[config.mk]
export PLATFORM = sky130hd
export DESIGN_NAME = utf16_to_utf8_encoder_core_flat
export DESIGN_NICKNAME = d
export VERILOG_FILES = /design/src/hw/rtl/u2u8_pkg.sv /design/src/hw/rtl/u2u8_if.sv /design/src/hw/rtl/u2u8_front.sv /design/src/hw/rtl/u2u8_queue.sv /design/src/hw/rtl/u2u8_back.sv /design/src/hw/rtl/utf16_to_utf8_encoder_core.sv /design/src/flat_wrapper.sv
export SDC_FILE = /design/constraint.sdc
export NUM_CORES = 1
export LEC_CHECK = 0
export BUFFER_PORTS_ARGS = -buffer_cell sky130_fd_sc_hd__buf_2
export CAP_MARGIN = 20
export CORE_MARGIN = 2
export CORE_UTILIZATION = 45
export DETAILED_ROUTE_END_ITERATION = 7
export PLACE_DENSITY_LB_ADDON = 0.05
export SYNTH_ARGS = -nofsm -noshare
export SYNTH_HDL_FRONTEND = slang
export SYNTH_SLANG_ARGS = --single-unit
[constraint.sdc]
create_clock -name clk -period 10.4 [get_ports clk]
set_input_delay 0.52 -clock clk [delete_from_list [all_inputs] [get_ports clk]]
set_output_delay 0.52 -clock clk [all_outputs]
set_load 0.01 [all_outputs]
[src/hw/rtl/u2u8_pkg.sv]
// Shared types and constants for the UTF-16 to UTF-8 encoder.
// No dependencies; every module of the block imports this package.
package u2u8_pkg;

  localparam int unsigned UNIT_W = 16;
  localparam int unsigned POS_W  = 16;

  localparam logic [POS_W-1:0] CAPACITY_RESET = 16'd8192;
  localparam logic [POS_W-1:0] START_RESET    = 16'd0;
  localparam logic [POS_W-1:0] POS_MAX        = 16'hFFFF;

  localparam logic [7:0] QMARK     = 8'h3F;
  localparam logic [7:0] LEAD2     = 8'hC0;
  localparam logic [7:0] LEAD3     = 8'hE0;
  localparam logic [7:0] LEAD4     = 8'hF0;
  localparam logic [7:0] CONT      = 8'h80;
  localparam logic [5:0] HIGH_SURR = 6'b110110;
  localparam logic [5:0] LOW_SURR  = 6'b110111;
  localparam logic [20:0] PLANE1   = 21'h10000;

  typedef enum logic [0:0] {
    REG_OUT_CAPACITY   = 1'b0,
    REG_START_POSITION = 1'b1
  } cfg_index_t;

  // One queue entry: the bytes of one input item, first byte in slot 0.
  // A count of zero is an end-only marker.
  typedef struct packed {
    logic [3:0][7:0] bytes;
    logic [2:0]      count;
    logic            last;
    logic            stopped;
  } entry_t;

endpackage

[src/hw/rtl/u2u8_if.sv]
// Valid/ready channel interfaces for the encoder's input and result sides.
// Depends on nothing; used by the front, back and top level.
interface u2u8_in_if;
  logic        valid;
  logic        ready;
  logic [15:0] code_unit;
  logic        last_unit;

  modport source (output valid, code_unit, last_unit, input ready);
  modport sink   (input valid, code_unit, last_unit, output ready);
endinterface

interface u2u8_out_if;
  logic       valid;
  logic       ready;
  logic [7:0] out_byte;
  logic       byte_valid;
  logic       run_last;
  logic       message_end;
  logic       truncated;

  modport source (output valid, out_byte, byte_valid, run_last, message_end, truncated,
                  input ready);
  modport sink   (input valid, out_byte, byte_valid, run_last, message_end, truncated,
                  output ready);
endinterface

[src/hw/rtl/u2u8_front.sv]
// Front end: accepts code units, tracks message state and builds queue entries.
// Depends on u2u8_pkg and u2u8_in_if.
module u2u8_front (
  input  logic                clk,
  input  logic                rst_n,
  u2u8_in_if.sink             in_chan,
  input  logic [15:0]         cfg_capacity,
  input  logic [15:0]         cfg_start,
  input  logic                q_full,
  output logic                q_push,
  output u2u8_pkg::entry_t    q_entry
);
  import u2u8_pkg::*;

  logic [15:0] pos_r, pos_nxt;
  logic [9:0]  held_r;
  logic        held_valid_r, held_valid_nxt;
  logic        stopped_r, stopped_nxt;
  logic        mid_r;

  logic        accept;
  logic [15:0] unit, p0, p1;
  logic        last, s0, s1, hv0;
  logic        is_high, is_low;
  logic [20:0] pair_cp;
  logic        ok1, step2, check2, emit2, ok2;
  logic [2:0]  n1, n2, c1, c2;
  logic [16:0] sum1, sum2;
  logic [2:0][7:0] b2;

  assign in_chan.ready = !q_full;
  assign accept        = in_chan.valid && in_chan.ready;

  always_comb begin
    unit    = in_chan.code_unit;
    last    = in_chan.last_unit;
    // A new message starts from the configured position with clean flags.
    p0      = mid_r ? pos_r : cfg_start;
    s0      = mid_r ? stopped_r : 1'b0;
    hv0     = mid_r && held_valid_r;
    is_high = (unit[15:10] == HIGH_SURR);
    is_low  = (unit[15:10] == LOW_SURR);
    pair_cp = PLANE1 + {1'b0, held_r, unit[9:0]};

    // Held high surrogate: completes a pair or is written as '?', unless writing has stopped or capacity is reached.
    ok1  = hv0 && !s0 && (p0 < cfg_capacity);
    n1   = is_low ? 3'd4 : 3'd1;
    sum1 = {1'b0, p0} + {14'b0, n1};
    p1   = ok1 ? (sum1[16] ? POS_MAX : sum1[15:0]) : p0;
    s1   = s0 || (hv0 && !ok1);
    c1   = ok1 ? n1 : 3'd0;

    // The unit itself, unless it was consumed as the second half of a pair.
    step2 = !(hv0 && is_low);
    emit2 = 1'b1;
    n2    = 3'd1;
    b2    = '0;
    if (is_high) begin
      emit2 = last;
      b2[0] = QMARK;
    end else if (is_low) begin
      b2[0] = QMARK;
    end else if (unit[15:7] == 9'd0) begin
      b2[0] = (unit[6:0] == 7'd0) ? QMARK : unit[7:0];
    end else if (unit[15:11] == 5'd0) begin
      n2    = 3'd2;
      b2[0] = LEAD2 | {3'b000, unit[10:6]};
      b2[1] = CONT | {2'b00, unit[5:0]};
    end else begin
      n2    = 3'd3;
      b2[0] = LEAD3 | {4'b0000, unit[15:12]};
      b2[1] = CONT | {2'b00, unit[11:6]};
      b2[2] = CONT | {2'b00, unit[5:0]};
    end

    check2         = step2 && !s1 && (p1 < cfg_capacity);
    ok2            = check2 && emit2;
    held_valid_nxt = check2 && is_high && !last;
    stopped_nxt    = s1 || (step2 && !check2);
    sum2           = {1'b0, p1} + {14'b0, n2};
    pos_nxt        = ok2 ? (sum2[16] ? POS_MAX : sum2[15:0]) : p1;
    c2             = ok2 ? n2 : 3'd0;

    if (c1 == 3'd4) begin
      q_entry.bytes[0] = LEAD4 | {5'b00000, pair_cp[20:18]};
      q_entry.bytes[1] = CONT | {2'b00, pair_cp[17:12]};
      q_entry.bytes[2] = CONT | {2'b00, pair_cp[11:6]};
      q_entry.bytes[3] = CONT | {2'b00, pair_cp[5:0]};
    end else if (c1 == 3'd1) begin
      q_entry.bytes[0] = QMARK;
      q_entry.bytes[1] = b2[0];
      q_entry.bytes[2] = b2[1];
      q_entry.bytes[3] = b2[2];
    end else begin
      q_entry.bytes[0] = b2[0];
      q_entry.bytes[1] = b2[1];
      q_entry.bytes[2] = b2[2];
      q_entry.bytes[3] = 8'h00;
    end
    q_entry.count   = c1 + c2;
    q_entry.last    = last;
    q_entry.stopped = stopped_nxt;
  end

  // Items that yield nothing and do not end the message leave no entry.
  assign q_push = accept && ((q_entry.count != 3'd0) || last);

  always_ff @(posedge clk) begin
    if (!rst_n) begin
      pos_r        <= '0;
      held_valid_r <= 1'b0;
      stopped_r    <= 1'b0;
      mid_r        <= 1'b0;
    end else if (accept) begin
      pos_r        <= pos_nxt;
      held_valid_r <= held_valid_nxt;
      stopped_r    <= stopped_nxt;
      mid_r        <= !last;
    end
  end

  always_ff @(posedge clk) begin
    if (accept && held_valid_nxt) begin
      held_r <= unit[9:0];
    end
  end

  a_held_in_message: assert property (@(posedge clk) disable iff (!rst_n)
    held_valid_r |-> mid_r)
    else $error("held surrogate outside a message");

endmodule

[src/hw/rtl/u2u8_queue.sv]
// Short entry queue between the front and the back of the encoder.
// Depends on u2u8_pkg for the entry type.
module u2u8_queue #(
  parameter int unsigned DEPTH = 4
) (
  input  logic             clk,
  input  logic             rst_n,
  input  logic             push,
  input  u2u8_pkg::entry_t push_entry,
  input  logic             pop,
  output logic             full,
  output logic             head_valid,
  output u2u8_pkg::entry_t head_entry
);
  import u2u8_pkg::*;

  localparam int unsigned PTR_W = (DEPTH > 1) ? $clog2(DEPTH) : 1;
  localparam int unsigned CNT_W = $clog2(DEPTH + 1);
  localparam logic [PTR_W-1:0] LAST_SLOT = PTR_W'(DEPTH - 1);

  entry_t            slots_r [DEPTH];
  logic [PTR_W-1:0]  wr_ptr_r, rd_ptr_r;
  logic [CNT_W-1:0]  fill_r, fill_nxt;
  logic              do_pop;

  assign full       = (fill_r == CNT_W'(DEPTH));
  assign head_valid = (fill_r != '0);
  assign head_entry = slots_r[rd_ptr_r];
  assign do_pop     = pop && head_valid;

  always_comb begin
    fill_nxt = fill_r;
    if (push && !do_pop) begin
      fill_nxt = fill_r + CNT_W'(1);
    end else if (!push && do_pop) begin
      fill_nxt = fill_r - CNT_W'(1);
    end
  end

  always_ff @(posedge clk) begin
    if (!rst_n) begin
      wr_ptr_r <= '0;
      rd_ptr_r <= '0;
      fill_r   <= '0;
    end else begin
      fill_r <= fill_nxt;
      if (push) begin
        wr_ptr_r <= (wr_ptr_r == LAST_SLOT) ? '0 : wr_ptr_r + PTR_W'(1);
      end
      if (do_pop) begin
        rd_ptr_r <= (rd_ptr_r == LAST_SLOT) ? '0 : rd_ptr_r + PTR_W'(1);
      end
    end
  end

  always_ff @(posedge clk) begin
    if (push) begin
      slots_r[wr_ptr_r] <= push_entry;
    end
  end

  a_no_push_when_full: assert property (@(posedge clk) disable iff (!rst_n)
    full |-> !push)
    else $error("entry pushed into a full queue");

endmodule

[src/hw/rtl/u2u8_back.sv]
// Back end: walks the head entry into the output register, one byte per cycle unless out_chan stalls.
// Depends on u2u8_pkg and u2u8_out_if.
module u2u8_back (
  input  logic             clk,
  input  logic             rst_n,
  input  logic             head_valid,
  input  u2u8_pkg::entry_t head_entry,
  output logic             pop,
  u2u8_out_if.source       out_chan
);
  import u2u8_pkg::*;

  logic [1:0] idx_r;
  logic       out_valid_r;
  logic [7:0] out_byte_r;
  logic       byte_valid_r, run_last_r, message_end_r, truncated_r;
  logic       load, take, fin, marker;

  assign load   = !out_valid_r || out_chan.ready;
  assign take   = load && head_valid;
  assign marker = (head_entry.count == 3'd0);
  assign fin    = marker || ({1'b0, idx_r} == head_entry.count - 3'd1);
  assign pop    = take && fin;

  always_ff @(posedge clk) begin
    if (!rst_n) begin
      out_valid_r <= 1'b0;
      idx_r       <= '0;
    end else if (load) begin
      out_valid_r <= head_valid;
      if (take) begin
        idx_r <= fin ? 2'd0 : idx_r + 2'd1;
      end
    end
  end

  always_ff @(posedge clk) begin
    if (take) begin
      out_byte_r    <= marker ? 8'h00 : head_entry.bytes[idx_r];
      byte_valid_r  <= !marker;
      run_last_r    <= fin;
      message_end_r <= fin && head_entry.last;
      truncated_r   <= head_entry.stopped;
    end
  end

  assign out_chan.valid       = out_valid_r;
  assign out_chan.out_byte    = out_byte_r;
  assign out_chan.byte_valid  = byte_valid_r;
  assign out_chan.run_last    = run_last_r;
  assign out_chan.message_end = message_end_r;
  assign out_chan.truncated   = truncated_r;

  a_marker_ends_run: assert property (@(posedge clk) disable iff (!rst_n)
    (out_valid_r && !byte_valid_r) |-> (run_last_r && message_end_r))
    else $error("end-only marker that does not close its message");

  a_end_is_run_last: assert property (@(posedge clk) disable iff (!rst_n)
    (out_valid_r && message_end_r) |-> run_last_r)
    else $error("message end before the last byte of its unit");

  a_index_needs_entry: assert property (@(posedge clk) disable iff (!rst_n)
    (idx_r != 2'd0) |-> head_valid)
    else $error("byte index left part-way with no entry at the head");

endmodule

[src/hw/rtl/utf16_to_utf8_encoder_core.sv]
// Top level of the UTF-16 to UTF-8 encoder: configuration registers and wiring.
// Depends on u2u8_pkg, u2u8_if, u2u8_front, u2u8_queue and u2u8_back.
//
// Usage: in_chan carries one UTF-16 code unit per transfer, with last_unit on
// the final unit of a message. out_chan carries one UTF-8 byte per transfer;
// run_last closes the bytes of one unit, message_end closes the message and a
// transfer with byte_valid low is an end-only marker for a unit that gave no
// byte. truncated reports that writing stopped at out_capacity.
// The cfg port writes out_capacity (index 0) or start_position (index 1) at
// any edge with cfg_we high; the user must write only while the block is idle,
// which the block does not enforce. With the queue empty, a unit's first byte
// passes a queue slot and then the output register before it is offered. The
// output register moves one byte per cycle while the receiver is ready; a unit
// yields up to four bytes, a marker, or no entry for a held high surrogate.
// The front end takes a unit every cycle while the entry queue of
// QUEUE_DEPTH entries has room, so short bursts pass at full input rate.
// Reset clears the message state, the queue and the output register and loads
// the register defaults. When the receiver stalls the output holds its byte,
// the queue fills, and in_chan.ready falls once it is full.
module utf16_to_utf8_encoder_core #(
  parameter int unsigned QUEUE_DEPTH = 4
) (
  input  logic                   clk,
  input  logic                   rst_n,
  u2u8_in_if.sink                in_chan,
  u2u8_out_if.source             out_chan,
  input  logic                   cfg_we,
  input  u2u8_pkg::cfg_index_t   cfg_index,
  input  logic [15:0]            cfg_wdata
);
  import u2u8_pkg::*;

  logic [15:0] capacity_r, start_r;
  logic        q_push, q_pop, q_full, q_head_valid;
  entry_t      q_push_entry, q_head_entry;

  always_ff @(posedge clk) begin
    if (!rst_n) begin
      capacity_r <= CAPACITY_RESET;
      start_r    <= START_RESET;
    end else if (cfg_we) begin
      case (cfg_index)
        REG_OUT_CAPACITY:   capacity_r <= cfg_wdata;
        REG_START_POSITION: start_r    <= cfg_wdata;
        default: ;
      endcase
    end
  end

  u2u8_front u_front (
    .clk          (clk),
    .rst_n        (rst_n),
    .in_chan      (in_chan),
    .cfg_capacity (capacity_r),
    .cfg_start    (start_r),
    .q_full       (q_full),
    .q_push       (q_push),
    .q_entry      (q_push_entry)
  );

  u2u8_queue #(
    .DEPTH (QUEUE_DEPTH)
  ) u_queue (
    .clk        (clk),
    .rst_n      (rst_n),
    .push       (q_push),
    .push_entry (q_push_entry),
    .pop        (q_pop),
    .full       (q_full),
    .head_valid (q_head_valid),
    .head_entry (q_head_entry)
  );

  u2u8_back u_back (
    .clk        (clk),
    .rst_n      (rst_n),
    .head_valid (q_head_valid),
    .head_entry (q_head_entry),
    .pop        (q_pop),
    .out_chan   (out_chan)
  );

endmodule
[src/flat_wrapper.sv]
// flat-port wrapper written by rule: the top's interface ports become plain ports
module utf16_to_utf8_encoder_core_flat import u2u8_pkg::*;
#(
  parameter int unsigned QUEUE_DEPTH = 4
)
  (clk, rst_n, cfg_we, cfg_index, cfg_wdata, in_chan_valid, in_chan_code_unit, in_chan_last_unit, in_chan_ready, out_chan_valid, out_chan_out_byte, out_chan_byte_valid, out_chan_run_last, out_chan_message_end, out_chan_truncated, out_chan_ready);
  u2u8_in_if in_chan_i ();
  u2u8_out_if out_chan_i ();
  input  logic clk;
  input  logic rst_n;
  input  logic cfg_we;
  input  u2u8_pkg::cfg_index_t cfg_index;
  input  logic [15:0] cfg_wdata;
  input wire logic [$bits(in_chan_i.valid)-1:0] in_chan_valid;
  input wire logic [$bits(in_chan_i.code_unit)-1:0] in_chan_code_unit;
  input wire logic [$bits(in_chan_i.last_unit)-1:0] in_chan_last_unit;
  output wire logic [$bits(in_chan_i.ready)-1:0] in_chan_ready;
  output wire logic [$bits(out_chan_i.valid)-1:0] out_chan_valid;
  output wire logic [$bits(out_chan_i.out_byte)-1:0] out_chan_out_byte;
  output wire logic [$bits(out_chan_i.byte_valid)-1:0] out_chan_byte_valid;
  output wire logic [$bits(out_chan_i.run_last)-1:0] out_chan_run_last;
  output wire logic [$bits(out_chan_i.message_end)-1:0] out_chan_message_end;
  output wire logic [$bits(out_chan_i.truncated)-1:0] out_chan_truncated;
  input wire logic [$bits(out_chan_i.ready)-1:0] out_chan_ready;
  assign in_chan_i.valid = in_chan_valid;
  assign in_chan_i.code_unit = in_chan_code_unit;
  assign in_chan_i.last_unit = in_chan_last_unit;
  assign in_chan_ready = in_chan_i.ready;
  assign out_chan_valid = out_chan_i.valid;
  assign out_chan_out_byte = out_chan_i.out_byte;
  assign out_chan_byte_valid = out_chan_i.byte_valid;
  assign out_chan_run_last = out_chan_i.run_last;
  assign out_chan_message_end = out_chan_i.message_end;
  assign out_chan_truncated = out_chan_i.truncated;
  assign out_chan_i.ready = out_chan_ready;
  utf16_to_utf8_encoder_core #(.QUEUE_DEPTH(QUEUE_DEPTH)) u_core (.clk(clk), .rst_n(rst_n), .in_chan(in_chan_i), .out_chan(out_chan_i), .cfg_we(cfg_we), .cfg_index(cfg_index), .cfg_wdata(cfg_wdata));
endmodule
* Word level (Yosys, flattened, before mapping)
Memory sizes are Yosys's and may differ from the RTL's. A register that Yosys moved wholly into a read port is not among the register bits. Cells that the tools add are included.
Word-level totals: bits in registers 83, memory bits (writable) 148, output and inout port bits 14, logic and storage cells 122, memories 1
Cells by class: add/subtract/negate cells 10, $lt $le $gt $ge 3, equal/unequal tests 8, muxes and demuxes 36, bitwise gates (word level) 1, reductions and logical operators 46
Memory list:
- u_core.u_queue.slots_r | depth 4, bits a word 37, rd ports 1, clocked after memory_dff 1, write ports 1, line u2u8_queue.sv:21 | entry_t slots_r [DEPTH];
Operators by type and width (number):
- $mux W16 | 8
- $mux W32 | 2
- $mux W8 | 6
- $add A16 B3 Y17 | 2
- $lt A16 B16 Y1 | 2
- $add A17 B20 Y21 const A | 1
- $mux W3 | 7
- $logic_and A1 B1 Y1 | 20
- $bmux W8 S2 | 1
- $mux W14 | 1
- $eq A6 B6 Y1 const B | 2
- $mux W2 | 6
- $logic_not A1 Y1 | 11
- $logic_not A9 Y1 | 1
- $logic_not A7 Y1 | 1
- $add A2 B1 Y2 const B | 3
- $eq A3 B3 Y1 const B | 2
- $reduce_and A2 Y1 | 3
- $reduce_bool A3 Y1 | 2
- $sub A3 B1 Y3 const B | 2
- $logic_not A5 Y1 | 1
- $logic_or A1 B1 Y1 | 5
- $mux W1 | 5
- $eq A2 B2 Y1 const B | 2
- other kinds (8) | 8

* Longest topological paths before layout
Gate-level depths: netlist (run 1).
depth after elaboration 20, mapped depth 35, gate-level depth less buffers 30

* By module
From an unflattened synthesis (run 1), not the netlist that was laid out.
Second synthesis, totals: cell total of the unflattened synthesis 961, area, all modules 12062.8 um2
By module, submodules not included:
- u2u8_queue | times used 1, cells each 239, area an instance 5854.4 um2
- u2u8_front | times used 1, cells each 540, area an instance 4097.7 um2
- utf16_to_utf8_encoder_core | times used 1, cells each 124, area an instance 1241.2 um2
- u2u8_back | times used 1, cells each 58, area an instance 869.6 um2

* Least setup slack after synthesis (run 1)
Ideal clock, no wire load.
kind reg-to-reg, start point reg u_core.u_front.mid_r, end point mem u_core.u_queue.slots_r[3][0] (netlist name), enable pin, arrival time 6.839 ns, setup slack 3.165 ns, stages on the path, launching flop included 28, clock period less this slack 7.235 ns, cells stage by stage dfxtp_1 -> buf_6 -> buf_6 -> buf_2 -> buf_1 -> mux2_2 -> ha_1 -> nand4_1 -> nor4_1 -> o211ai_4 -> buf_6 -> nand4_1 -> mux2_2 -> ha_1 -> nand4_1 -> nor4_1 -> a32oi_1 -> a211oi_1 -> nor3_1 -> nand2_1 -> clkbuf_1 -> a21oi_1 -> ha_1 -> ha_1 -> xnor2_1 -> o41a_1 -> clkbuf_1 -> and2_1
RTL lines:
- start: declaration | line u2u8_front.sv:19 | logic mid_r;
- start signal: assignment | line u2u8_front.sv:118 | mid_r <= !last;
- end: declaration | line u2u8_queue.sv:21

==> flow_metrics.env, run 1 <==
export IMPL_holdWs_ps=231
export IMPL_fin_nets=1104
export IMPL_cts_clk_slew_worst_paths_ps=60
export IMPL_avgRoutedWirePerCell_um=20.4
export IMPL_critical_path_class="flip-flop to flip-flop"
export IMPL_setup_viol=0
export IMPL_io_buffers=52
export IMPL_worst_path_max_fanout=37
export IMPL_rrSetupSlack_ps=2080
export IMPL_min_path_cells=3
export IMPL_dr_total_vias=7804
export IMPL_die_h_um=164
export IMPL_place_inst=1319
export IMPL_p_leak_nw=4.56
export IMPL_drc_errors=0
export IMPL_crit_top_cell="ha_1"
export IMPL_rr_endpoint="u_core.u_queue.fill_r[2]"
export IMPL_wl_met1_um=13100
export IMPL_required_ps=10840
export IMPL_drt_total_wl_um=27900
export IMPL_clock_fmax_mhz=120
export IMPL_cts_tree="done"
export IMPL_synth_distinct_cells=83
export IMPL_ir_drop_mv=0.126
export IMPL_postRouteAntennaNets=0
export IMPL_critPathBufInv=3
export IMPL_synth_fp_nets=1066
export IMPL_area_growth_pct=11.4
export IMPL_synth_ff_type="edfxtp_1"
export IMPL_fin_crit_sh=0.800
export IMPL_syn_avg_cell_area_sq_um=11.8
export IMPL_fin_ws_ps=2080
export IMPL_r2r_start="u_core.u_front.mid_r"
export IMPL_p_per_area_nw_per_um2=204
export IMPL_cts_buffer_depth=3
export IMPL_end_kind="flip-flop"
export IMPL_antenna_found_initial=0
export IMPL_p_sw_uw=750
export IMPL_fp_dieW_um=164
export IMPL_synth_area_leaders="edfxtp_1 (42%), dfxtp_1 (11%), mux4_2 (8.2%)"
export IMPL_cap_viol_max_count=0
export IMPL_p_seq_frac=0.436
export IMPL_rr_worst_depth=27
export IMPL_worst_clock_skew_ps=33.3
export IMPL_cp_data_arrival_time_ps=8760
export IMPL_postCtsResizedCells=0
export IMPL_finalCriticalPeriod_ps=8320
export IMPL_max_slew_margin=0.312
export IMPL_tightest_slew_ps=1030
export IMPL_grt_max_degree=64
export IMPL_dp_hpwl_um=19300
export IMPL_vias_per_cell=5.71
export IMPL_status="completed"
export IMPL_slowest_stage="nor4_1"
export IMPL_h_tree_depth=1
export IMPL_power_frac_clock=0.331
export IMPL_synth_async_reset_ratio=0
export IMPL_hold_violations=0
export IMPL_core_area_sq_um=25200
export IMPL_finalMaxSlewViolations=0
export IMPL_cts_sinks=225
export IMPL_path_depth=27
export IMPL_globalRouteOverflowTotal=0
export IMPL_die_area_sq_um=27000
export IMPL_final_common_cell="edfxtp_1"
export IMPL_hp_start="cfg_wdata[6]"
export IMPL_grt_usage=0.215
export IMPL_ctsHoldBuffers=0
export IMPL_wl_met3_um=1190
export IMPL_crit_family="simple AND/OR/NAND/NOR gates"
export IMPL_switching_share=0.285
export IMPL_topRoutingLayerUsed="met4"
export IMPL_cts_root_buffer="clkbuf_16"
export IMPL_yosysSeqAreaShare=0.530
export IMPL_clock_latency_ps=550
export IMPL_whs_endpoint="u_core.start_r[6]"
export IMPL_numCtsBuffers=26
export IMPL_rsz0062_at_grt="no"
export IMPL_start_kind="flip-flop"
export IMPL_initial_core_util=0.459
export IMPL_ios=53
export IMPL_drive_above_1_share=0.177
export IMPL_yosysWarnings=0
export IMPL_final_cell_mix="edfxtp_1 (162), nand2_1 (121), dfxtp_1 (62)"
export IMPL_grt_first_pass_wirelength_um=44500
export IMPL_comb_power_share=0.233
export IMPL_synth_top_area_frac=0.421
export IMPL_finalNonFillerCells=1367
export IMPL_power_internal_mw=1.88
export IMPL_place_area_sq_um=12100
export IMPL_num_antenna_cells=0
export IMPL_drt_first_pass_iters=5
export IMPL_fin_setup_tns_ps=0
export IMPL_drtIter0Drc=526
export IMPL_hold_path_class="input port to flip-flop"
export IMPL_syn_inst=979
export IMPL_totalPowerFinal_mw=2.63
export IMPL_max_stage_delay_ps=600
export IMPL_post_synth_top_area_cell="edfxtp_1"
export IMPL_post_cts_buffers=0
export IMPL_rows=58
export IMPL_finalInstanceArea_sq_um=12900
export IMPL_wl_met2_um=13000
export IMPL_gp_congestion=0.862
export IMPL_post_route_util=0.511
export IMPL_syn_area_sq_um=11600
export IMPL_grt_pass1_vias=7755
export IMPL_synth_seq_cells=225
export IMPL_post_place_ws_ps=2080
export IMPL_synth_edff_count=162
power by group through the flow:
stage	registers [mW]	logic [mW]	clock network, mW
finish	1.15	0.613	0.871
floorplan	1.16	0.451	0
global placement	1.17	0.624	0
global route	1.16	0.686	0.926
CTS	1.15	0.627	0.890
detailed placement	1.17	0.625	0
area by class of cell:
cell class	count	area, sq um
fillers	2252	12300
flip-flops and latches	225	6130
multi-input cells	659	5040
clock buffers	36	688
well taps	330	413
repair buffers	61	328
inverters	44	165
clock inverters	12	119
per-layer routing:
layer  global-route usage  vias up
li1                     -     3755
met1                0.310     3811
met3               0.0215       44
met4               0.0558        0
met5                    0        -
met2                0.350      194
cells by family after synthesis:
group,after synthesis,synth area share
buffers and inverters,95,0.0349
AND/OR/NAND/NOR,316,0.134
XOR/XNOR,9,0.00682
multiplexers,74,0.113
adder cells (fa/ha/maj),48,0.0533
flip-flops,225,0.530
AO/OA/AOI/OAI,212,0.128
Yosys cell counts (5+ instances only):
cell type    n
a211o_1      5
a21o_1       6
edfxtp_1   162
buf_6        5
dfxtp_1     63
nor2b_1     19
clkbuf_1    36
mux2i_1     18
inv_1       42
buf_1        7
a21boi_0    35
and2_1      21
o21ai_0     47
a31oi_1      7
nand2_1    121
a211oi_1     6
xnor2_1      5
nor3_1      14
nor4_1      11
mux4_2      42
ha_1        46
nand3_1     23
nand4_1     16
a21boi_1     5
nor2_1      54
o21a_1       6
nand2b_1     5
a21oi_1     47
mux2_2       9
registers in the layout, summed over array words and instances, names as in the netlist, 2 cells and up, named ones only:
signal	count
u_core.u_front.held_r	10
u_core.u_queue.fill_r	3
u_core.u_front.pos_r	16
u_core.capacity_r	16
u_core.start_r	16
u_core.u_queue.rd_ptr_r	2
u_core.u_queue.slots_r	140
u_core.u_queue.wr_ptr_r	2
u_core.u_back.out_chan.out_byte	8
u_core.u_back.idx_r	2
worst max path at each step:
stage	start	endpoint	slack (ps)
5_1_grt	u_core.u_front.mid_r	u_core.u_queue.fill_r[2]	1170
4_1_cts	u_core.u_front.mid_r	u_core.u_queue.fill_r[2]	2070
3_3_place_gp	u_core.u_front.mid_r	u_core.u_queue.slots_r[3][23]	2250
3_5_place_dp	u_core.u_front.mid_r	u_core.u_queue.fill_r[2]	2080
6_report	u_core.u_front.mid_r	u_core.u_queue.fill_r[2]	2080
2_1_floorplan	u_core.u_front.mid_r	u_core.u_queue.slots_r[3][0]	3170
tightest hold or removal path: cells and delay by family:
family,cells,cell delay (ps)
buffers and inverters,1,100
AOI/OAI and AO/OA,1,60
and+or+nand+nor,1,40
Power figures use the tool's default switching activity.
==> run 2, diff against run 1 <==
==> constraint.sdc (replaced) <==
create_clock -name clk -period 7.8 [get_ports clk]
set_input_delay 0.39 -clock clk [delete_from_list [all_inputs] [get_ports clk]]
set_output_delay 0.39 -clock clk [all_outputs]
set_load 0.01 [all_outputs]
==> run 2 against run 1 <==
Compared with the run above:
- clock power rose by 25%
- via count fell by 1.9%
- design area rose by 0.37%
- highest routed layer unchanged
- worst setup slack got worse by 1400 ps
- largest cell class unchanged
==> flow_metrics.env, run 2 (same netlist as run 1, synthesis figures left out) <==
export IMPL_status="completed"
export IMPL_crit_top_cell="ha_1"
export IMPL_drt_total_wl_um=28000
export IMPL_slowest_stage="dfxtp_2"
export IMPL_max_stage_delay_ps=570
export IMPL_post_place_ws_ps=475
export IMPL_cts_clk_slew_worst_paths_ps=60
export IMPL_grt_usage=0.213
export IMPL_finalMaxSlewViolations=0
export IMPL_end_kind="flip-flop"
export IMPL_hold_violations=0
export IMPL_setup_viol=0
export IMPL_p_sw_uw=990
export IMPL_vias_per_cell=5.57
export IMPL_p_leak_nw=4.60
export IMPL_max_slew_margin=0.289
export IMPL_drtIter0Drc=479
export IMPL_gp_congestion=0.898
export IMPL_holdWs_ps=116
export IMPL_area_growth_pct=11.9
export IMPL_ios=53
export IMPL_worst_path_max_fanout=19
export IMPL_final_common_cell="edfxtp_1"
export IMPL_cts_tree="done"
export IMPL_die_h_um=164
export IMPL_ir_drop_mv=0.160
export IMPL_numCtsBuffers=24
export IMPL_required_ps=8230
export IMPL_rrSetupSlack_ps=730
export IMPL_dp_hpwl_um=19800
export IMPL_globalRouteOverflowTotal=0
export IMPL_cap_viol_max_count=0
export IMPL_r2r_start="u_core.u_front.mid_r"
export IMPL_hold_path_class="input port to flip-flop"
export IMPL_worst_clock_skew_ps=12.8
export IMPL_cts_buffer_depth=3
export IMPL_comb_power_share=0.239
export IMPL_register_area_sq_um=6130
export IMPL_finalCriticalPeriod_ps=7070
export IMPL_die_area_sq_um=27000
export IMPL_drive_above_1_share=0.190
export IMPL_switching_share=0.287
export IMPL_cp_data_arrival_time_ps=7510
export IMPL_power_frac_clock=0.316
export IMPL_postRouteAntennaNets=0
export IMPL_drc_errors=0
export IMPL_top_register="u_core.u_queue.slots_r"
export IMPL_fin_ws_ps=727
export IMPL_initial_core_util=0.459
export IMPL_clock_fmax_mhz=141
export IMPL_rr_worst_depth=26
export IMPL_rr_endpoint="u_core.u_queue.fill_r[2]"
export IMPL_num_antenna_cells=0
export IMPL_rows=58
export IMPL_final_cell_mix="edfxtp_1 (162), nand2_1 (121), dfxtp_1 (61)"
export IMPL_core_area_sq_um=25200
export IMPL_power_internal_mw=2.46
export IMPL_fin_nets=1116
export IMPL_cts_root_buffer="clkbuf_16"
export IMPL_dr_total_vias=7655
export IMPL_tightest_slew_ps=1060
export IMPL_grt_pass1_vias=7681
export IMPL_clock_latency_ps=520
export IMPL_grt_first_pass_wirelength_um=44000
export IMPL_p_seq_frac=0.445
export IMPL_multiInputGateArea_sq_um=5040
export IMPL_fill_cells=2238
export IMPL_fp_dieW_um=164
export IMPL_fin_crit_sh=0.907
export IMPL_antenna_found_initial=0
export IMPL_avgRoutedWirePerCell_um=20.4
export IMPL_drt_first_pass_iters=5
export IMPL_io_buffers=52
export IMPL_h_tree_depth=1
export IMPL_cts_sinks=225
export IMPL_whs_endpoint="u_core.u_front.held_r[2]"
export IMPL_rsz0062_at_grt="no"
export IMPL_largest_register_ffs=140
export IMPL_min_path_cells=1
export IMPL_p_per_area_nw_per_um2=267
export IMPL_hp_start="in_chan_code_unit[2]"
export IMPL_fin_setup_tns_ps=0
export IMPL_start_kind="flip-flop"
export IMPL_critical_path_class="flip-flop to flip-flop"
export IMPL_grt_max_degree=64
==> run 2: changes by cell type in the layout (fill, tap and decap cells not counted), sizes merged <==
cell | previous run | this run
buf | 61 | 75
clkbuf | 36 | 31
clkinv | 9 | 8
==> run 2: per-layer routing <==
| metal | part of all wire | track usage | vias to the layer above | wire length (um) |
|---|---|---|---|---|
| met2 | 0.48 | 0.354 | 157 | 13300 |
| li1 | - | - | 3761 | - |
| met1 | 0.47 | 0.298 | 3703 | 13200 |
| met5 | 0 | 0 | - | 0 |
| met3 | 0.038 | 0.0253 | 34 | 1060 |
| met4 | 0.017 | 0.0518 | 0 | 485 |
==> run 2: worst max path at each step <==
stage | startpoint | to | slack [ps] | depth (start not counted)
finish | u_core.u_front.mid_r | u_core.u_queue.fill_r[2] | 730 | 26
global route | u_core.u_front.mid_r | u_core.u_queue.fill_r[2] | 80 | 28
detailed placement | u_core.u_front.mid_r | u_core.u_queue.fill_r[2] | 480 | 26
global placement | u_core.u_front.mid_r | u_core.u_queue.fill_r[2] | 680 | 26
floorplan | u_core.u_front.mid_r | u_core.u_queue.slots_r[3][0] | 570 | 27
CTS | u_core.u_front.mid_r | u_core.u_queue.fill_r[2] | 470 | 26
==> run 2: power groups by stage <==
stage | clock network (mW) | logic [mW] | registers (mW)
2_1_floorplan | 0 | 0.601 | 1.54
3_3_place_gp | 0 | 0.836 | 1.56
3_5_place_dp | 0 | 0.843 | 1.56
4_1_cts | 1.12 | 0.847 | 1.54
5_1_grt | 1.16 | 0.922 | 1.55
6_report | 1.09 | 0.826 | 1.54
==> run 2: repair_timing <==
action,in CTS,in global routing
hold buffers,0,0
resized for setup,0,1
setup buffers,0,0
setup endpoints to repair,0,141
==> run 2: stage by stage <==
stage	utilization	instance area, sq um	power (mW)	std cells
2_1_floorplan	-	11600	2.14	979
3_3_place_gp	0.483	12200	2.40	1333
3_5_place_dp	0.483	12200	2.41	1333
4_1_cts	0.513	12900	3.51	1375
5_1_grt	0.513	12900	3.63	1375
6_report	0.513	12900	3.45	1375
==> run 2: layout make-up <==
cell class,count,area share
Sequential cell,225,0.474
Multi-Input combinational cell,659,0.390
Timing Repair Buffer,75,0.0335
Clock inverter,11,0.00939
Inverter,44,0.0128
Clock buffer,31,0.0485
Tap cell,330,0.0319
==> run 2: critical path, delay by kind of cell (launching register included) <==
family,cells,cell delay (ps)
AO/OA/AOI/OAI,10,2490
XOR/XNOR,2,390
adder cells (fa/ha/maj),6,1590
buffers and inverters,2,300
flip-flops,1,570
multiplexers,1,390
AND/OR/NAND/NOR,5,1250
